[src/assert_macros.svh]
// Shared assertion macros for the tokenizer block.
`ifndef ASSERT_MACROS_SVH
`define ASSERT_MACROS_SVH

// Clocked property, disabled while reset is asserted.
`define ASSERT_CLK(label, clk, rst_n, prop, msg) \
    label: assert property (@(posedge clk) disable iff (!rst_n) prop) else $error(msg);

// Clocked property, checked during reset too.
`define ASSERT_ALWAYS(label, clk, prop, msg) \
    label: assert property (@(posedge clk) prop) else $error(msg);

`endif

[src/dft_pkg.sv]
`default_nettype none

package dft_pkg;

    localparam int POS_WIDTH         = 32;
    localparam int CONTENT_LEN_WIDTH = 16;
    localparam int CFG_IDX_WIDTH     = 3;

    // register indexes of the configuration port
    localparam logic [CFG_IDX_WIDTH-1:0] CFG_FIELD_SEP    = 3'd0;
    localparam logic [CFG_IDX_WIDTH-1:0] CFG_RECORD_SEP   = 3'd1;
    localparam logic [CFG_IDX_WIDTH-1:0] CFG_ESCAPE       = 3'd2;
    localparam logic [CFG_IDX_WIDTH-1:0] CFG_QUOTE_TOGGLE = 3'd3;
    localparam logic [CFG_IDX_WIDTH-1:0] CFG_QUOTE_OPEN   = 3'd4;
    localparam logic [CFG_IDX_WIDTH-1:0] CFG_QUOTE_CLOSE  = 3'd5;
    localparam logic [CFG_IDX_WIDTH-1:0] CFG_CLASS_ENABLE = 3'd6;

    // byte classes, in priority order
    localparam logic [2:0] CL_FIELD  = 3'd0;
    localparam logic [2:0] CL_RECORD = 3'd1;
    localparam logic [2:0] CL_ESCAPE = 3'd2;
    localparam logic [2:0] CL_TOGGLE = 3'd3;
    localparam logic [2:0] CL_OPEN   = 3'd4;
    localparam logic [2:0] CL_CLOSE  = 3'd5;
    localparam logic [2:0] CL_NONE   = 3'd6;

    // class of the previous byte
    localparam logic [1:0] PC_ANY    = 2'd0;
    localparam logic [1:0] PC_FIELD  = 2'd1;
    localparam logic [1:0] PC_RECORD = 2'd2;
    localparam logic [1:0] PC_ESCAPE = 2'd3;

    typedef struct packed {
        logic [7:0] field_sep;
        logic [7:0] record_sep;
        logic [7:0] escape;
        logic [7:0] quote_toggle;
        logic [7:0] quote_open;
        logic [7:0] quote_close;
        logic [5:0] class_enable;
    } t_cfg;

    typedef struct packed {
        logic                         content_valid;
        logic [7:0]                   content_byte;
        logic                         field_end;
        logic                         record_end;
        logic [POS_WIDTH-1:0]         field_position;
        logic [POS_WIDTH-1:0]         field_raw_length;
        logic [CONTENT_LEN_WIDTH-1:0] field_content_length;
    } t_result;

endpackage

`default_nettype wire

[src/dft_in_if.sv]
`default_nettype none

interface dft_in_if;
    logic       valid;
    logic       ready;
    logic [7:0] data_byte;

    modport source (output valid, output data_byte, input ready);
    modport sink   (input valid, input data_byte, output ready);
endinterface

`default_nettype wire

[src/dft_out_if.sv]
`default_nettype none

interface dft_out_if;
    logic                                  valid;
    logic                                  ready;
    logic                                  content_valid;
    logic [7:0]                            content_byte;
    logic                                  field_end;
    logic                                  record_end;
    logic [dft_pkg::POS_WIDTH-1:0]         field_position;
    logic [dft_pkg::POS_WIDTH-1:0]         field_raw_length;
    logic [dft_pkg::CONTENT_LEN_WIDTH-1:0] field_content_length;

    modport source (
        output valid, output content_valid, output content_byte, output field_end,
        output record_end, output field_position, output field_raw_length,
        output field_content_length, input ready
    );
    modport sink (
        input valid, input content_valid, input content_byte, input field_end,
        input record_end, input field_position, input field_raw_length,
        input field_content_length, output ready
    );
endinterface

`default_nettype wire

[src/delimited_field_tokenizer_unit.sv]
// Channel | Dir | Payload                                           | Handshake
// i_in    | in  | data_byte[7:0]                                    | valid/ready
// o_out   | out | content_valid/byte, field_end, record_end,        | valid/ready
//         |     | field_position, field_raw_length, kept byte count |
// i_cfg_* | in  | index[2:0], data[7:0]                             | i_cfg_we
//
// One byte per cycle while the output is not stalled: a beat is held in the input
// register, and its result is then captured in the output register.
// The combinational path is the classify compares plus the 32-bit offset subtract.
// Reset is synchronous, active low; it loads the register defaults and clears state.
// A stalled output holds its result; the input keeps taking beats until both
// registers are full.
`default_nettype none

module delimited_field_tokenizer_unit (
    input  wire logic                         i_clk,
    input  wire logic                         i_rst_n,
    dft_in_if.sink                            i_in,
    dft_out_if.source                         o_out,
    input  wire logic                         i_cfg_we,
    input  wire logic [dft_pkg::CFG_IDX_WIDTH-1:0] i_cfg_index,
    input  wire logic [7:0]                   i_cfg_data
);
    import dft_pkg::*;

    t_cfg       r_cfg;
    logic       r_in_valid;
    logic [7:0] r_in_byte;
    logic       r_out_valid;
    t_result    r_out;
    t_result    result;
    logic       out_adv;
    logic       step;
    logic       in_take;

    assign out_adv   = !r_out_valid || o_out.ready;
    assign step      = r_in_valid && out_adv;
    assign i_in.ready = !r_in_valid || out_adv;
    assign in_take   = i_in.valid && i_in.ready;

    always_ff @(posedge i_clk) begin
        if (!i_rst_n) begin
            r_cfg.field_sep    <= 8'd44;
            r_cfg.record_sep   <= 8'd10;
            r_cfg.escape       <= 8'd92;
            r_cfg.quote_toggle <= 8'd34;
            r_cfg.quote_open   <= 8'd0;
            r_cfg.quote_close  <= 8'd0;
            r_cfg.class_enable <= 6'd15;
        end else if (i_cfg_we) begin
            unique case (i_cfg_index)
                CFG_FIELD_SEP:    r_cfg.field_sep    <= i_cfg_data;
                CFG_RECORD_SEP:   r_cfg.record_sep   <= i_cfg_data;
                CFG_ESCAPE:       r_cfg.escape       <= i_cfg_data;
                CFG_QUOTE_TOGGLE: r_cfg.quote_toggle <= i_cfg_data;
                CFG_QUOTE_OPEN:   r_cfg.quote_open   <= i_cfg_data;
                CFG_QUOTE_CLOSE:  r_cfg.quote_close  <= i_cfg_data;
                CFG_CLASS_ENABLE: r_cfg.class_enable <= i_cfg_data[5:0];
                default: begin
                end
            endcase
        end
    end

    // input register
    always_ff @(posedge i_clk) begin
        if (!i_rst_n) begin
            r_in_valid <= 1'b0;
        end else if (in_take) begin
            r_in_valid <= 1'b1;
        end else if (step) begin
            r_in_valid <= 1'b0;
        end
    end

    always_ff @(posedge i_clk) begin
        if (in_take) begin
            r_in_byte <= i_in.data_byte;
        end
    end

    dft_core u_core (
        .i_clk    (i_clk),
        .i_rst_n  (i_rst_n),
        .i_step   (step),
        .i_byte   (r_in_byte),
        .i_cfg    (r_cfg),
        .o_result (result)
    );

    // result register: hold while stalled
    always_ff @(posedge i_clk) begin
        if (!i_rst_n) begin
            r_out_valid <= 1'b0;
        end else if (step) begin
            r_out_valid <= 1'b1;
        end else if (o_out.ready) begin
            r_out_valid <= 1'b0;
        end
    end

    always_ff @(posedge i_clk) begin
        if (step) begin
            r_out <= result;
        end
    end

    assign o_out.valid                = r_out_valid;
    assign o_out.content_valid        = r_out.content_valid;
    assign o_out.content_byte         = r_out.content_byte;
    assign o_out.field_end            = r_out.field_end;
    assign o_out.record_end           = r_out.record_end;
    assign o_out.field_position       = r_out.field_position;
    assign o_out.field_raw_length     = r_out.field_raw_length;
    assign o_out.field_content_length = r_out.field_content_length;

endmodule

`default_nettype wire

[src/dft_classify.sv]
`default_nettype none

module dft_classify (
    input  wire dft_pkg::t_cfg i_cfg,
    input  wire logic [7:0]    i_byte,
    output logic [2:0]         o_cls
);
    import dft_pkg::*;

    // first enabled match wins
    always_comb begin
        if (i_cfg.class_enable[0] && i_byte == i_cfg.field_sep) begin
            o_cls = CL_FIELD;
        end else if (i_cfg.class_enable[1] && i_byte == i_cfg.record_sep) begin
            o_cls = CL_RECORD;
        end else if (i_cfg.class_enable[2] && i_byte == i_cfg.escape) begin
            o_cls = CL_ESCAPE;
        end else if (i_cfg.class_enable[3] && i_byte == i_cfg.quote_toggle) begin
            o_cls = CL_TOGGLE;
        end else if (i_cfg.class_enable[4] && i_byte == i_cfg.quote_open) begin
            o_cls = CL_OPEN;
        end else if (i_cfg.class_enable[5] && i_byte == i_cfg.quote_close) begin
            o_cls = CL_CLOSE;
        end else begin
            o_cls = CL_NONE;
        end
    end

endmodule

`default_nettype wire

[src/dft_core.sv]
`default_nettype none

`include "assert_macros.svh"

module dft_core (
    input  wire logic             i_clk,
    input  wire logic             i_rst_n,
    input  wire logic             i_step,
    input  wire logic [7:0]       i_byte,
    input  wire dft_pkg::t_cfg    i_cfg,
    output dft_pkg::t_result      o_result
);
    import dft_pkg::*;

    localparam logic [CONTENT_LEN_WIDTH-1:0] CNT_MAX = '1;

    logic [1:0]                   r_prev,   n_prev;
    logic                         r_in_str, n_in_str;
    logic [POS_WIDTH-1:0]         r_offset, n_offset;
    logic [POS_WIDTH-1:0]         r_fstart, n_fstart;
    logic [CONTENT_LEN_WIDTH-1:0] r_count,  n_count;

    logic [2:0] cls;
    logic       after_esc;
    logic       taken;
    logic       fend;

    dft_classify u_classify (
        .i_cfg  (i_cfg),
        .i_byte (i_byte),
        .o_cls  (cls)
    );

    always_comb begin
        after_esc = (r_prev == PC_ESCAPE);
        n_fstart  = (r_prev == PC_FIELD || r_prev == PC_RECORD) ? r_offset : r_fstart;
        n_offset  = r_offset + POS_WIDTH'(1);
        n_prev    = r_prev;
        n_in_str  = r_in_str;
        n_count   = r_count;
        taken     = 1'b0;
        fend      = 1'b0;

        case (cls)
            CL_FIELD, CL_RECORD: begin
                if (!r_in_str && !after_esc) begin
                    taken   = 1'b1;
                    fend    = 1'b1;
                    n_count = '0;
                    n_prev  = (cls == CL_RECORD) ? PC_RECORD : PC_FIELD;
                end
            end
            CL_ESCAPE: begin
                if (!r_in_str && !after_esc) begin
                    taken  = 1'b1;
                    n_prev = PC_ESCAPE;
                end
            end
            CL_TOGGLE: begin
                if (!after_esc) begin
                    taken    = 1'b1;
                    n_in_str = !r_in_str;
                end
            end
            CL_OPEN: begin
                if (!r_in_str && !after_esc) begin
                    taken    = 1'b1;
                    n_in_str = 1'b1;
                end
            end
            CL_CLOSE: begin
                if (r_in_str && !after_esc) begin
                    taken    = 1'b1;
                    n_in_str = 1'b0;
                end
            end
            default: begin
            end
        endcase

        // kept content byte: count it, saturating
        if (!taken) begin
            n_prev = PC_ANY;
            if (r_count != CNT_MAX) begin
                n_count = r_count + CONTENT_LEN_WIDTH'(1);
            end
        end

        o_result.content_valid        = !taken;
        o_result.content_byte         = taken ? 8'd0 : i_byte;
        o_result.field_end            = fend;
        o_result.record_end           = fend && (cls == CL_RECORD);
        o_result.field_position       = fend ? n_fstart : '0;
        o_result.field_raw_length     = fend ? (n_offset - n_fstart) : '0;
        o_result.field_content_length = fend ? r_count : '0;
    end

    always_ff @(posedge i_clk) begin
        if (!i_rst_n) begin
            r_prev   <= PC_ANY;
            r_in_str <= 1'b0;
            r_offset <= '0;
            r_fstart <= '0;
            r_count  <= '0;
        end else if (i_step) begin
            r_prev   <= n_prev;
            r_in_str <= n_in_str;
            r_offset <= n_offset;
            r_fstart <= n_fstart;
            r_count  <= n_count;
        end
    end

    `ASSERT_CLK(a_offset_adv, i_clk, i_rst_n, i_step |=> r_offset == $past(r_offset) + POS_WIDTH'(1), "offset did not advance on a beat")
    `ASSERT_CLK(a_state_hold, i_clk, i_rst_n, !i_step |=> $stable(r_offset) && $stable(r_in_str) && $stable(r_count), "state moved without a beat")
    `ASSERT_CLK(a_field_clear, i_clk, i_rst_n, i_step && o_result.field_end |=> r_count == '0 && r_prev != PC_ANY, "field end did not clear the content count")
    `ASSERT_CLK(a_kept_any, i_clk, i_rst_n, i_step && o_result.content_valid |=> r_prev == PC_ANY, "kept byte left a special previous class")

endmodule

`default_nettype wire
[src/flat_wrapper.sv]
// flat-port wrapper written by rule: the top's interface ports become plain ports
module delimited_field_tokenizer_unit_flat import dft_pkg::*;
  (i_clk, i_rst_n, i_cfg_we, i_cfg_index, i_cfg_data, i_in_valid, i_in_data_byte, i_in_ready, o_out_valid, o_out_content_valid, o_out_content_byte, o_out_field_end, o_out_record_end, o_out_field_position, o_out_field_raw_length, o_out_field_content_length, o_out_ready);
  dft_in_if i_in_i ();
  dft_out_if o_out_i ();
  input  wire logic i_clk;
  input  wire logic i_rst_n;
  input  wire logic i_cfg_we;
  input  wire logic [dft_pkg::CFG_IDX_WIDTH-1:0] i_cfg_index;
  input  wire logic [7:0] i_cfg_data;
  input wire logic [$bits(i_in_i.valid)-1:0] i_in_valid;
  input wire logic [$bits(i_in_i.data_byte)-1:0] i_in_data_byte;
  output wire logic [$bits(i_in_i.ready)-1:0] i_in_ready;
  output wire logic [$bits(o_out_i.valid)-1:0] o_out_valid;
  output wire logic [$bits(o_out_i.content_valid)-1:0] o_out_content_valid;
  output wire logic [$bits(o_out_i.content_byte)-1:0] o_out_content_byte;
  output wire logic [$bits(o_out_i.field_end)-1:0] o_out_field_end;
  output wire logic [$bits(o_out_i.record_end)-1:0] o_out_record_end;
  output wire logic [$bits(o_out_i.field_position)-1:0] o_out_field_position;
  output wire logic [$bits(o_out_i.field_raw_length)-1:0] o_out_field_raw_length;
  output wire logic [$bits(o_out_i.field_content_length)-1:0] o_out_field_content_length;
  input wire logic [$bits(o_out_i.ready)-1:0] o_out_ready;
  assign i_in_i.valid = i_in_valid;
  assign i_in_i.data_byte = i_in_data_byte;
  assign i_in_ready = i_in_i.ready;
  assign o_out_valid = o_out_i.valid;
  assign o_out_content_valid = o_out_i.content_valid;
  assign o_out_content_byte = o_out_i.content_byte;
  assign o_out_field_end = o_out_i.field_end;
  assign o_out_record_end = o_out_i.record_end;
  assign o_out_field_position = o_out_i.field_position;
  assign o_out_field_raw_length = o_out_i.field_raw_length;
  assign o_out_field_content_length = o_out_i.field_content_length;
  assign o_out_i.ready = o_out_ready;
  delimited_field_tokenizer_unit u_core (.i_clk(i_clk), .i_rst_n(i_rst_n), .i_in(i_in_i), .o_out(o_out_i), .i_cfg_we(i_cfg_we), .i_cfg_index(i_cfg_index), .i_cfg_data(i_cfg_data));
endmodule
[config.mk]
export PLATFORM = sky130hd
export DESIGN_NAME = delimited_field_tokenizer_unit_flat
export DESIGN_NICKNAME = d
export VERILOG_FILES = /design/src/dft_pkg.sv /design/src/dft_in_if.sv /design/src/dft_out_if.sv /design/src/delimited_field_tokenizer_unit.sv /design/src/dft_classify.sv /design/src/dft_core.sv /design/src/flat_wrapper.sv
export VERILOG_INCLUDE_DIRS = /design/src /design/src/src
export SDC_FILE = /design/constraint.sdc
export NUM_CORES = 1
export LEC_CHECK = 0
export ABC_AREA = 1
export BUFFER_PORTS_ARGS = -buffer_cell sky130_fd_sc_hd__buf_4
export CAP_MARGIN = 0
export CORE_ASPECT_RATIO = 2
export CORE_MARGIN = 8
export CORE_UTILIZATION = 67
export CTS_BUF_LIST = sky130_fd_sc_hd__clkbuf_8
export DETAILED_ROUTE_END_ITERATION = 8
export HOLD_SLACK_MARGIN = 0.1
export PLACE_DENSITY = 0.89
export SKIP_CTS_REPAIR_TIMING = 1
export SYNTH_ARGS = -nofsm -noshare
export SYNTH_HDL_FRONTEND = slang
export SYNTH_SLANG_ARGS = --single-unit
[constraint.sdc]
create_clock -name i_clk -period 11.1 [get_ports i_clk]
set_input_delay 0.555 -clock i_clk [delete_from_list [all_inputs] [get_ports i_clk]]
set_output_delay 0.555 -clock i_clk [all_outputs]
set_load 0.05 [all_outputs]
==> impl_metrics.toml <==
[logic_synthesis]
synth_cells = 1545
synth_cell_types = 50
yosysSeqAreaShare = 0.469
synth_edf_count = 99
avgSynthCellArea_um2 = 7.95
dominantRegCellSynth = "dfxtp_1"
synth_top_area_frac = 0.242
ys_ff_latch = 238
synth_top_area_cell = "edfxtp_1"
syn_nets = 1604
synthTopCellsByArea = "edfxtp_1 24%, dfxtp_1 23%, nand2_1 7.7%"
ys_warn_count = 0
synth.cell_area_um2 = 12300
synthArstFlopShare = 0

[floorplanning]
core-area_um2 = 18100
initial_core_util = 0.678
rows = 70
ios = 117
die_area_um2 = 23200
die_h_um = 207
die_w_um = 112

[worst_setup_path]
rr_startpoint = "u_core.u_core.r_offset[0]$_SDFFE_PN0P_"
worstReg2RegEnd = "u_core.o_out.field_raw_length[30]$_SDFFCE_PN0P_"
crit_family = "simple AND/OR/NAND/NOR gates"
path_buf_inv = 2
critPathKind = "reg -> reg"
worstPathCellList = "ha_1 > nand2_1 > nor2_1 > nand3_1 > nor2_1 > nand4_1 > nor3_1 > nand3_1 > xor2_1 > inv_1 > ha_1 > inv_1 > nor4_1 > nand4_1 > nand2_1 > o21ai_0 > a21oi_1"
cp_slowest_cell = "nor4_1"
worstPathArrival_ns = 4.57
rrSetupSlack_ns = 6.91
worst-endpoint-required_ns = 11.48
crit_fanout = 5
start_kind = "flop"
cp-end-kind = "flop"
r2r_cells = 17
critPathMaxStageDelay_ns = 0.65

[timing]
slew_viol_final = 0
final-setup-viol-count = 0
finalHoldViolations = 0
period_share = 0.377
tns_ns = 0
worst-slew-pin-transition_ns = 1.12
fin_crit_ns = 4.19
fmax_mhz = 239
slew_headroom = 0.251
rsz0062_at_grt = "false"
fin_skew_ns = 0.0309

[place]
dp_hpwl_mm = 24.2
place_congestion = 0.958
io_buffers = 116

[global_route]
grt_util_met3 = 0.0533
antenna_found_initial = 0
grt_usage = 0.297
grt_pass1_vias = 11420
grt_use_met1 = 0.278
grt_pass1_wl_mm = 55.5
overflow = 0
grt_max_degree = 138
grt_use_met2 = 0.562
gr-max-usage-layer = "met2"

[run_status]
status = "complete, no violations"

[final_layout]
final_nets = 1707
area_growth_pct = 13.7
final_common_cell = "nand2_1"
final_cell_mix = "253 x nand2_1, 230 x nor2_1, 170 x o21ai_0, 169 x inv_1, 145 x a21oi_1"
drive_gt1_frac = 0.127
antenna-diode-count = 0

[cts]
clk_pin_slew_ns = 0.07
clock_sinks = 238
htreeDepth = 2
clk_latency_ns = 0.55
cts_max_path_buffers = 3
cts_tree = "built"
cts_buffers = 36
clockRootBuffer = "clkbuf_8"

[worst_hold_path]
hp-class = "in -> reg"
worstHoldStart = "i_in_data_byte[2]"
hold_end = "u_core.r_in_byte[2]$_DFFE_PP_"
whs_path_depth = 1

[pwr]
power.total_mw = 2.24
p_per_area_nw_per_um2 = 160
power_leakage_nw = 5.99
irDropWorstVdd_uv = 105

[routing]
dr.pass1.iters = 8
ant_nets = 0
dr_total_vias = 11340
drt-total-wl_mm = 34.9
drc_errors = 0
routedWlPerCell_um = 18.4
drt_iter0_drc = 813
viasPerCell = 5.99

[flow_run]
cap_violations = 0
[logic make-up after synthesis]
logic type,Yosys count,share of synthesized area
buffers and inverters,228,0.0749
flip-flops,238,0.469
adder cells (fa/ha/maj),35,0.0363
AO/OA/AOI/OAI,368,0.161
AND/OR/NAND/NOR,615,0.216
multiplexers,6,0.00489
XOR/XNOR,55,0.0392
[registers in the layout, indices dropped and copies added, names as in the netlist]
register and cells:
u_core.u_core.r_prev 2, u_core.o_out.field_raw_length 32, u_core.u_core.r_count 16, u_core.o_out.field_content_length 16, u_core.o_out.field_position 32, u_core.r_in_byte 8
u_core.r_cfg 54, u_core.o_out.valid 1, u_core.o_out.content_valid 1, u_core.r_in_valid 1, u_core.o_out.field_end 1, u_core.o_out.content_byte 8
u_core.u_core.r_offset 32, u_core.o_out.record_end 1, u_core.u_core.r_in_str 1, u_core.u_core.r_fstart 32
[where the power goes]
part	switching (mW)	internal (mW)	total [mW]
combinational	0.333	0.136	0.469
sequential	0.0312	0.954	0.985
clock	0.355	0.430	0.785
total	0.719	1.52	2.24
[routing by layer]
| metal | part of all wire | vias up |
|---|---|---|
| li1 | - | 5385 |
| met1 | 0.34 | 5290 |
| met2 | 0.54 | 495 |
| met3 | 0.060 | 170 |
| met4 | 0.067 | 0 |
| met5 | 0 | - |
[per-stage QoR]
| step | instances | cell area, µm² | hold slack (ns) | utilization | setup slack [ns] |
|---|---|---|---|---|---|
| 2_1_floorplan | 1545 | 12300 | 0.429 | - | 6.80 |
| 3_3_place_gp | 1826 | 13200 | 0.445 | 0.728 | 7.16 |
| 3_5_place_dp | 1826 | 13200 | 0.455 | 0.728 | 7.10 |
| 4_1_cts | 1892 | 14000 | 0.166 | 0.770 | 7.08 |
| 5_1_grt | 1892 | 14000 | 0.170 | 0.770 | 6.62 |
| 6_report | 1892 | 14000 | 0.178 | 0.770 | 6.91 |
[worst max-delay path by stage]
stage,slack [ns],cells after the start,endpoint,startpoint
final,6.91,17,u_core.o_out.field_raw_length[30]$_SDFFCE_PN0P_,u_core.u_core.r_offset[0]$_SDFFE_PN0P_
after global routing,6.62,26,u_core.o_out.field_raw_length[31]$_SDFFCE_PN0P_,u_core.u_core.r_offset[0]$_SDFFE_PN0P_
after CTS,7.08,17,u_core.o_out.field_raw_length[30]$_SDFFCE_PN0P_,u_core.u_core.r_offset[0]$_SDFFE_PN0P_
after detailed placement,7.10,17,u_core.o_out.field_raw_length[30]$_SDFFCE_PN0P_,u_core.u_core.r_offset[0]$_SDFFE_PN0P_
after global placement,7.16,17,u_core.o_out.field_raw_length[30]$_SDFFCE_PN0P_,u_core.u_core.r_offset[0]$_SDFFE_PN0P_
after floorplan,6.80,6,u_core.o_out.content_byte[0]$_SDFFCE_PP0P_,o_out_ready
[cells in the mapped netlist, types with 7 or more instances]
library cell  count
clkbuf_1         32
xor2_1           42
inv_2             7
nor4_1           14
nand4_1          23
nand2_1         253
o21ai_0         170
xnor2_1          13
dfxtp_1         139
buf_1             9
edfxtp_1         99
ha_1             34
inv_1           162
o211ai_1          7
nor3_1           13
a211oi_1         16
a21oi_1         145
o21a_1           10
nor2_1          230
nand3_1          50
[layout make-up]
class                           count  area (µm²)
Clock buffer                       40         551
Sequential cell                   238        5760
Tap cell                          216         270
Clock inverter                     26         225
Inverter                          173         657
Timing Repair Buffer              120         901
Fill cell                        1350        4160
Multi-Input combinational cell   1079        5610
Power figures use the tool's default switching activity.
